==> src/somhm_pkg.sv <==
// Shared constants, types and command codes for the socket owner hash map.
package somhm_pkg;

  localparam int KEY_W      = 32;
  localparam int PID_W      = 23;
  localparam int NAME_W     = 64;
  localparam int SHIFT_W    = 4;
  localparam int COUNT_W    = 11;
  localparam int EPOCH_W    = 4;
  localparam int CMD_W      = 2;
  localparam int STATUS_W   = 2;

  localparam int BUCKETS      = 1024;
  localparam int BUCKET_W     = $clog2(BUCKETS);
  localparam int ENTRIES_DEF  = 1024;

  localparam logic [KEY_W-1:0]   KNUTH_MULT     = 32'd2654435761;
  localparam logic [SHIFT_W-1:0] HASH_SHIFT_RST = 4'd10;

  localparam int ITEM_W      = KEY_W + PID_W + 2 * NAME_W;
  localparam int IN_DATA_W   = ((ITEM_W + 7) / 8) * 8;
  localparam int OUT_USED_W  = PID_W + 2 * NAME_W + COUNT_W;
  localparam int OUT_DATA_W  = ((OUT_USED_W + 7) / 8) * 8;
  localparam int OUT_PAD_W   = OUT_DATA_W - OUT_USED_W;

  typedef enum logic [CMD_W-1:0] {
    CMD_LOOKUP = 2'd0,
    CMD_INSERT = 2'd1,
    CMD_CLEAR  = 2'd2
  } cmd_t;

  // key sits in the low bits, matching the request layout
  typedef struct packed {
    logic [NAME_W-1:0] name_high;
    logic [NAME_W-1:0] name_low;
    logic [PID_W-1:0]  owner_pid;
    logic [KEY_W-1:0]  inode_key;
  } entry_data_t;

endpackage

==> src/somhm_hash.sv <==
// Multiplicative bucket hash: registered 32x32 product, then shift and wrap.
module somhm_hash import somhm_pkg::*; (
  input  logic                clk,
  input  logic [KEY_W-1:0]    key,
  input  logic [SHIFT_W-1:0]  hash_shift,
  output logic [BUCKET_W-1:0] bucket
);

  logic [KEY_W-1:0]   prod_r;
  logic [5:0]         shift_amt;
  logic [2*KEY_W-1:0] prod_ext;

  always_ff @(posedge clk) begin
    prod_r <= key * KNUTH_MULT;
  end

  // a shift of zero moves the whole product out, so every key lands in bucket 0
  assign shift_amt = 6'd32 - {2'b00, hash_shift};
  assign prod_ext  = {{KEY_W{1'b0}}, prod_r} >> shift_amt;
  assign bucket    = prod_ext[BUCKET_W-1:0];

endmodule

==> config.mk <==
export PLATFORM = sky130hd
export DESIGN_NAME = somhm_hash
export DESIGN_NICKNAME = d
export VERILOG_FILES = /design/src/somhm_pkg.sv /design/src/somhm_hash.sv
export SDC_FILE = /design/constraint.sdc
export NUM_CORES = 1
export LEC_CHECK = 0
export ABC_AREA = 0
export BUFFER_PORTS_ARGS = -buffer_cell sky130_fd_sc_hd__buf_2
export CAP_MARGIN = 0
export CORE_MARGIN = 2
export CORE_UTILIZATION = 40
export CTS_CLUSTER_SIZE = 25
export DETAILED_ROUTE_END_ITERATION = 10
export SLEW_MARGIN = 40
export SYNTH_ARGS = -nofsm -noshare
export SYNTH_HDL_FRONTEND = slang
export SYNTH_SLANG_ARGS = --single-unit
export TNS_END_PERCENT = 1
==> constraint.sdc <==
create_clock -name clk -period 6.4 [get_ports clk]
set_input_delay 0.96 -clock clk [delete_from_list [all_inputs] [get_ports clk]]
set_output_delay 0.96 -clock clk [all_outputs]
set_load 0.02 [all_outputs]
* Word-level counts from Yosys, hierarchy flattened
Index checks and enable logic that the tools add are counted.
** Cells by class
- Shifts and indexed selects :: 1
- $mul :: 1
- $add $sub $neg :: 1
** Operator list (count)
- $mul 32x32->32 const B :: 1
- $shr 32x6->10 :: 1
- $sub 6x4->6 const A :: 1
** Storage, ports and cells
- Output and inout bits :: 10
- Bits in registers :: 32

* Depth between registers and ports, before layout
Gate-level depths: netlist (run 1).
- Depth in word-level cells :: 2
- Gate-level depth with buffers :: 25

* Worst setup path before layout (run 1)
OpenSTA, ideal clock, no wires.
- Kind :: in2reg
- Start :: in key[4]
- End :: reg prod_r[31]
- Setup time :: 0.121 ns
- Cell stages on the path :: 22
- Required time :: 6.279 ns
- Path slack :: -0.209 ns
- Arrival :: 6.488 ns
- Path buffers :: 0
- Cell sequence :: inv_1 fa_1 inv_1 fa_1 fa_1 inv_1 fa_1 inv_1 fa_1 inv_1 fa_1 inv_1 fa_1 inv_1 fa_1 inv_1 ha_1 a211oi_1 a31oi_4 a211o_1 o31ai_4 xnor2_1
** Between the ends
- Longest elaborated chain between the ends :: 1
** Ends and longest elaborated chain
- start, declared :: line somhm_hash.sv:4 : input logic [KEY_W-1:0] key,
- $mul 32x32->32 :: line somhm_hash.sv:14 : prod_r <= key * KNUTH_MULT;
- end signal, assigned :: line somhm_hash.sv:14
- end, declared :: line somhm_hash.sv:9 : logic [KEY_W-1:0] prod_r;
No other way between the ends.

* Worst setup path in the final report (run 1)
- Start :: in key[4]
- End :: reg prod_r[29]
Same word-level chain as after synthesis.

==> results of run 1 <==
## kinds of logic (layout without fill, tap and decap cells)
kind of cell	after synthesis	count (layout)	synth area share, %
AO/OA/AOI/OAI	100	100	6.33
buffers and inverters	366	541	13.4
flip-flops	24	24	4.62
XOR/XNOR	60	60	5.13
adder cells (fa/ha/maj)	392	392	61.9
AND/OR/NAND/NOR	81	81	3.56
multiplexers	35	35	4.97
## cell type report
class / count / share of cell area (%)
Clock buffer: 3 / 0.610
Inverter: 355 / 11.0
Multi-Input combinational cell: 668 / 70.7
Sequential cell: 24 / 3.91
Tap cell: 330 / 3.36
Timing Repair Buffer: 183 / 10.4
## synth_stat cells (4+ instances only)
| cell | count |
|---|---|
| a211o_1 | 4 |
| a211oi_1 | 6 |
| a21o_1 | 6 |
| a21oi_1 | 30 |
| a22oi_1 | 5 |
| a31oi_1 | 4 |
| dfxtp_1 | 24 |
| fa_1 | 204 |
| ha_1 | 188 |
| inv_1 | 355 |
| mux2i_1 | 19 |
| mux4_2 | 13 |
| nand2_1 | 25 |
| nand2b_1 | 4 |
| nand3_1 | 8 |
| nor2_1 | 25 |
| nor2b_1 | 5 |
| nor3_1 | 5 |
| o21ai_0 | 22 |
| o21bai_1 | 4 |
| xnor2_1 | 50 |
| xor2_1 | 9 |
## how the worst min path moves through the flow
stage,from,end
floorplan,key[6],prod_r[8]$_DFF_P_
global placement,prod_r[13]$_DFF_P_,bucket[4]
detailed placement,prod_r[14]$_DFF_P_,bucket[4]
CTS,key[31],prod_r[31]$_DFF_P_
global route,key[31],prod_r[31]$_DFF_P_
finish,key[31],prod_r[31]$_DFF_P_
## per-layer routing
layer	part of all wire [%]	vias up	routed length [um]
li1	-	3589	-
met1	45	3640	11100
met2	51	106	12600
met3	2.4	29	601
met4	1.9	0	461
met5	0	-	0
## what timing repair did
action	in CTS	in global routing
pin swaps	22	30
endpoints found under the setup margin	7	13
gates resized for setup	36	24
buffers inserted	5	4
## metrics by stage
stage / area, um^2 / TNS (ps) / util (%) / cells
floorplan: 10500 / -98.3 / - / 1058
global placement: 12000 / -3030 / 47.3 / 1551
detailed placement: 12000 / -3910 / 47.3 / 1551
CTS: 12200 / -188 / 48.2 / 1559
global route: 12300 / -1450 / 48.6 / 1563
finish: 12300 / -253 / 48.6 / 1563
==> flow_metrics.py, run 1 <==
metrics = {
    "hold_path": {
        "hold_depth": 8,
        "hold_class": "in -> reg",
    },
    "placed_design": {
        "routabilityCongestion": 0.942,
        "portBuffers": 46,
        "hpwl_um": 22600,
        "dp_slack_ps": -564,
    },
    "yosys": {
        "synth_area_mm2": 0.0104,
        "async_flop_share_pct": 0,
        "syn_nets": 1487,
        "avgSynthCellArea_um2": 9.82,
        "synthFlopType": "dfxtp_1",
        "yosys.area.top_type": "fa_1",
        "yosysWarnings": 0,
        "synthDistinctLibCells": 51,
        "ys_ff_latch": 24,
        "synth_seq_area_share_pct": 4.62,
        "synth_edf_count": 0,
        "syn_inst": 1058,
        "ys_top_cells_by_area": "fa_1, ha_1, inv_1",
        "netlist.area_leader.share_pct": 39.3,
    },
    "worst_setup_path": {
        "critical_path_class": "in -> reg",
        "cpPeakStageDelay_ps": 530,
        "worst_ep_required_time_ps": 6540,
        "cp-start-kind": "primary input",
        "end_kind": "register",
        "worstSetupPathDepth": 26,
        "arrival_ps": 6650,
        "worst_path_max_delay_cell": "fa_1",
        "worstPathMaxFanout": 5,
        "crit_path_start": "key[4]",
        "cpLargestDelayFamily": "adder cells",
        "crit_end": "prod_r[29]$_DFF_P_",
        "cp.buffers_inverters": 10,
    },
    "grt": {
        "grt_overflow": 0,
        "grt_max_degree": 30,
        "use_met1_pct": 25.3,
        "grt_pass1_vias": 8289,
        "grt_busiest_layer": "met2",
        "grt_use_met2_pct": 37.0,
        "grt_antenna_before_repair": 0,
        "use_met3_pct": 1.35,
        "grt_pass1_wl_um": 41400,
        "grt_usage_pct": 19.7,
    },
    "drt": {
        "wl_per_cell_um": 15.9,
        "drt_wl_total_um": 24800,
        "vias": 7364,
        "postRouteAntennaNets": 0,
        "drc": 0,
        "routed_via_density": 4.71,
        "firstDrtPassIters": 4,
        "drtIter0Drc": 366,
    },
    "status": {
        "status": "complete, but fails checks",
        "violations": "setup timing",
    },
    "clock_tree": {
        "cts_made_buffers": 3,
        "clockBufferDepth": 2,
        "cts.sinks": 24,
        "ctsHoldBuffers": 0,
        "htreeDepth": 1,
        "cts_tree": "built",
        "clkTransAtPathRegs_ps": 50,
        "cts_root_buf": "clkbuf_16",
    },
    "sta": {
        "clock.fmax_mhz": 153,
        "report.final.slew_viol_count": 0,
        "fin_crit_sh_pct": 102,
        "hold_ws_ps": 1640,
        "worst_slack_ps": -115,
        "setup_violations": 4,
        "hold_violations": 0,
        "worst_pin_slew_ps": 771,
        "min_period_ps": 6510,
        "slew_headroom_pct": 48.3,
        "rsz0062_at_grt": "true",
    },
    "final_layout": {
        "multiInputGateArea_mm2": 0.00870,
        "area_growth_syn_to_layout_pct": 18.4,
        "fin_nets": 1664,
        "drive_above_1_share_pct": 21.4,
        "largest_reg_flops": 24,
        "seq_area_um2": 480,
        "layout_common_cells": "inv_1, fa_1, ha_1",
        "regMostFlops": "prod_r",
        "final_common_cell": "inv_1",
        "n_antenna_cell": 0,
        "fillers": 2401,
        "top_regs": "prod_r (24)",
    },
    "flow_run": {
        "drv_cap": 0,
    },
    "floorplanning": {
        "rows": 58,
        "fp.coreArea_mm2": 0.0253,
        "dieWidth_um": 165,
        "io_pins": 47,
        "dieArea_mm2": 0.0273,
        "start_util_pct": 41.0,
        "dieHeight_um": 165,
    },
}
Power of run 1 is left out: the tool's default activity adds up to more than one toggle a clock period on the data nets, which glitch-free logic cannot reach.
==> inputs of run 2 (changes only) <==
Settings changed: ABC_AREA 0 to 1.
==> run 2 against run 1 <==
Compared with the run above: the run now ends clean; die area up 9.5%; critical endpoint is now prod_r[31]$_DFF_P_; highest routed layer unchanged; sequential share of layout area up 0.75 points; synthesized cell count up 29%.
==> flow_metrics.py, run 2 <==
metrics = {
    "worst_setup_path": {
        "worst_ep_required_time_ps": 6570,
        "critical_path_class": "in -> reg",
        "end_kind": "register",
        "arrival_ps": 6550,
        "worstPathMaxFanout": 6,
        "crit_path_start": "key[8]",
        "crit_end": "prod_r[31]$_DFF_P_",
        "cp-start-kind": "primary input",
    },
    "grt": {
        "grt_overflow": 0,
        "grt_pass1_vias": 9977,
        "grt_max_degree": 35,
        "grt_antenna_before_repair": 0,
        "grt_usage_pct": 20.8,
        "grt_pass1_wl_um": 49100,
    },
    "yosys": {
        "synth_area_mm2": 0.0114,
        "netlist_top_cells_count": "inv_1, nand2_1, fa_1, ha_1, nand3_1",
        "synth_seq_area_share_pct": 5.62,
        "yosysWarnings": 0,
        "yosysMostFrequentCell": "inv_1",
        "avgSynthCellArea_um2": 8.36,
        "syn_inst": 1365,
        "syn_nets": 1794,
        "netlist.area_leader.share_pct": 35.8,
        "ys_ff_latch": 32,
        "async_flop_share_pct": 0,
        "synthDistinctLibCells": 49,
        "ys_top_cells_by_area": "fa_1, ha_1, inv_1",
        "synth_edf_count": 0,
        "synthFlopType": "dfxtp_1",
        "yosys.area.top_type": "fa_1",
    },
    "sta": {
        "report.final.slew_viol_count": 0,
        "clock.fmax_mhz": 157,
        "min_period_ps": 6380,
        "setup_violations": 0,
        "fin_crit_sh_pct": 99.7,
        "hold_violations": 0,
        "slew_headroom_pct": 54.2,
        "rsz0062_at_grt": "true",
        "worst_pin_slew_ps": 687,
    },
    "final_layout": {
        "n_antenna_cell": 0,
        "layout_common_cells": "inv_1, nand2_1, fa_1",
        "fillers": 2756,
        "largest_reg_flops": 32,
        "stdcell_area_mm2": 0.0138,
        "top_regs": "prod_r (32)",
        "final_common_cell": "inv_1",
        "regMostFlops": "prod_r",
        "drive_above_1_share_pct": 21.4,
        "fin_nets": 1986,
        "area_growth_syn_to_layout_pct": 20.6,
    },
    "placed_design": {
        "hpwl_um": 26700,
        "place_area_mm2": 0.0131,
        "portBuffers": 46,
        "routabilityCongestion": 0.915,
    },
    "drt": {
        "drtIter0Drc": 331,
        "drt_wl_total_um": 29700,
        "met2_length_um": 15700,
        "postRouteAntennaNets": 0,
        "vias": 9133,
        "drc": 0,
        "routedLengthMet1_um": 12400,
        "top_layer_used": "met4",
        "wl_per_cell_um": 15.3,
        "routed_via_density": 4.72,
        "wl_met3_um": 999,
        "firstDrtPassIters": 4,
    },
    "status": {
        "status": "completed",
    },
    "floorplanning": {
        "rows": 61,
        "io_pins": 47,
        "dieHeight_um": 173,
        "dieArea_mm2": 0.0299,
        "fp.coreArea_mm2": 0.0279,
        "start_util_pct": 40.8,
        "dieWidth_um": 173,
    },
    "clock_tree": {
        "cts_made_buffers": 5,
        "clkTransAtPathRegs_ps": 50,
        "cts_root_buf": "clkbuf_16",
        "cts.sinks": 32,
        "htreeDepth": 2,
        "clockBufferDepth": 2,
        "ctsHoldBuffers": 0,
        "cts_tree": "built",
    },
    "flow_run": {
        "drv_cap": 0,
    },
    "hold_path": {
        "hold_class": "in -> reg",
    },
}
[run 2: timing repair]
action / CTS / global route
resized for setup: 58 / 58
pin swaps: 38 / 34
setup buffers: 4 / 2
setup endpoints to repair: 6 / 12
[run 2: metal layers]
layer  global-route usage, %  up-vias
li1                        -     4504
met1                    25.1     4458
met2                    40.0      141
met3                    1.91       30
met4                    4.38        0
met5                       0        -
[run 2: metrics by stage]
step	hold WS [ps]	setup TNS [ps]	utilization, %	instances	setup WS [ps]
2_1_floorplan	988	0	-	1365	16.5
3_3_place_gp	1400	-3520	47.0	1922	-739
3_5_place_dp	1400	-3760	47.0	1922	-764
4_1_cts	1110	-48.3	48.5	1934	-25.7
5_1_grt	1110	-1290	49.2	1936	-169
6_report	1110	0	49.2	1936	19.2
[run 2: kinds of logic after synthesis]
family / count (synthesis) / synth area share, %
adders and majority gates: 392 / 56.4
DFF: 32 / 5.62
xor gates and xnor gates: 34 / 2.78
and+or+nand+nor: 336 / 12.8
buffers and inverters: 429 / 14.9
muxes: 4 / 0.351
AOI/OAI and AO/OA: 138 / 7.13
[run 2: worst min-delay path by stage]
stage            from           endpoint  slack, ps  depth (start not counted)
6_report       key[1]  prod_r[1]$_DFF_P_       1110                          2
5_1_grt        key[1]  prod_r[1]$_DFF_P_       1110                          2
4_1_cts        key[1]  prod_r[1]$_DFF_P_       1110                          2
3_5_place_dp   key[1]  prod_r[1]$_DFF_P_       1400                          2
3_3_place_gp   key[1]  prod_r[1]$_DFF_P_       1400                          2
2_1_floorplan  key[0]  prod_r[0]$_DFF_P_        990                          0
[run 2: worst max-delay path, cell delays in order]
cell and delay, ps:
buf_2 110, buf_4 130, buf_6 140, ha_2 310, inv_1 60, fa_2 520
inv_1 50, fa_1 460, fa_1 530, inv_2 60, fa_1 490, fa_1 500
inv_1 50, fa_1 470, inv_1 50, fa_1 470, inv_1 60, ha_4 270
inv_2 50, nor3_4 200, nand2_1 100, or2_1 240, nand3_2 90, inv_1 40
nand3_1 70, nand2_1 50
[run 2: cell type report]
class | instances | area [um^2] | area share [%]
clock inverters | 3 | 42.5 | 0.309
inverters | 411 | 1570 | 11.4
flip-flops and latches | 32 | 641 | 4.66
repair buffers | 203 | 1470 | 10.7
well taps | 378 | 473 | 3.44
clock buffers | 5 | 125 | 0.910
multi-input cells | 904 | 9430 | 68.6
Power of run 2 is left out for the same reason.
==> inputs of run 3 (changes only) <==
Settings changed: CORE_UTILIZATION 40 to 35.
==> run 3 against run 2 <==
Compared with the run above: count of clock-buffer cells in the layout grew 2; critical path depth down 4; fmax is 0.20% higher; global-route usage shrank 2.7 points; first-iteration DRC count up 11%; critical endpoint is now prod_r[30]$_DFF_P_; setup slack better by 13 ps.
==> flow_metrics.py, run 3 (synthesis results as in run 2) <==
metrics = {
    "grt": {
        "grt_antenna_before_repair": 0,
        "grt_pass1_wl_um": 47800,
        "grt_max_degree": 35,
        "grt_overflow": 0,
        "grt_pass1_vias": 9446,
        "grt_usage_pct": 18.1,
    },
    "final_layout": {
        "fillers": 3238,
        "drive_above_1_share_pct": 22.1,
        "regMostFlops": "prod_r",
        "top_regs": "prod_r (32)",
        "area_growth_syn_to_layout_pct": 21.9,
        "fin_nets": 1980,
        "layout_common_cells": "inv_1, nand2_1, fa_1",
        "stdcell_area_mm2": 0.0139,
        "multiInputGateArea_mm2": 0.00952,
        "seq_area_um2": 641,
        "largest_reg_flops": 32,
        "n_antenna_cell": 0,
        "final_common_cell": "inv_1",
    },
    "sta": {
        "worst_pin_slew_ps": 696,
        "hold_ws_ps": 1020,
        "report.final.slew_viol_count": 0,
        "rsz0062_at_grt": "true",
        "min_period_ps": 6370,
        "slew_headroom_pct": 53.6,
        "fin_crit_sh_pct": 99.5,
        "clock.fmax_mhz": 157,
        "hold_violations": 0,
        "setup_violations": 0,
    },
    "floorplanning": {
        "dieHeight_um": 185,
        "fp.coreArea_mm2": 0.0323,
        "io_pins": 47,
        "dieArea_mm2": 0.0340,
        "dieWidth_um": 185,
        "rows": 66,
        "start_util_pct": 35.3,
    },
    "clock_tree": {
        "cts.sinks": 32,
        "clkTransAtPathRegs_ps": 50,
        "clockBufferDepth": 2,
        "cts_root_buf": "clkbuf_16",
        "htreeDepth": 2,
        "cts_tree": "built",
        "ctsHoldBuffers": 0,
        "cts_made_buffers": 5,
    },
    "worst_setup_path": {
        "arrival_ps": 6520,
        "cp-start-kind": "primary input",
        "end_kind": "register",
        "worstPathMaxFanout": 4,
        "worst_ep_required_time_ps": 6560,
        "critical_path_class": "in -> reg",
    },
    "placed_design": {
        "hpwl_um": 26500,
        "routabilityCongestion": 0.937,
        "portBuffers": 46,
        "place_area_mm2": 0.0132,
    },
    "drt": {
        "drtIter0Drc": 366,
        "drc": 0,
        "firstDrtPassIters": 5,
        "postRouteAntennaNets": 0,
        "routed_via_density": 4.55,
        "wl_per_cell_um": 14.9,
        "vias": 9078,
        "drt_wl_total_um": 29800,
    },
    "status": {
        "status": "completed",
    },
    "hold_path": {
        "hold_class": "in -> reg",
    },
    "flow_run": {
        "drv_cap": 0,
    },
}
==> run 3: worst paths after layout <==
kind / end / cells past startpoint / slack (ps) / startpoint
min: prod_r[1]$_DFF_P_ / 2 / 1020 / key[1]
max: prod_r[30]$_DFF_P_ / 22 / 30 / key[16]
==> run 3: cell type report <==
type / instances / share of cell area (%)
clock buffers: 7 / 1.10
multi-input cells: 904 / 68.5
well taps: 442 / 3.98
repair buffers: 197 / 10.3
inverters: 411 / 11.4
flip-flops and latches: 32 / 4.61
clock inverters: 1 / 0.216
==> run 3: per-stage QoR <==
step | TNS [ps] | setup slack (ps) | cells | utilization (%)
2_1_floorplan | 0 | 16.5 | 1365 | -
3_5_place_dp | -4330 | -548 | 1983 | 40.8
4_1_cts | -68.1 | -36.4 | 1992 | 41.9
3_3_place_gp | -3960 | -525 | 1983 | 40.8
6_report | 0 | 31.8 | 1994 | 43.1
5_1_grt | -916 | -149 | 1994 | 43.1
==> run 3: metal layers <==
layer / up-vias / part of all wire, % / GRT usage (%)
li1: 4482 / - / -
met4: 0 / 1.6 / 3.04
met5: - / 0 / 0
met1: 4425 / 45 / 24.2
met2: 147 / 50 / 32.2
met3: 24 / 3.3 / 1.84
==> run 3: worst max-delay path: stages <==
cell,delay (ps)
buf_2,150
fa_1,540
inv_1,50
fa_1,480
inv_1,60
fa_1,470
fa_1,520
inv_1,50
fa_1,520
fa_1,500
inv_1,50
fa_1,470
inv_1,50
fa_1,490
inv_1,50
ha_1,290
buf_4,160
a21oi_2,160
o31ai_2,80
a21oi_1,160
nand3_2,120
xor2_2,170
==> run 3: timing repair <==
| item | CTS | global route |
|---|---|---|
| gates resized for setup | 40 | 104 |
| setup buffers | 1 | 2 |
| pin swaps | 16 | 66 |
| endpoints found under the setup margin | 10 | 13 |
Power of run 3 is left out for the same reason.
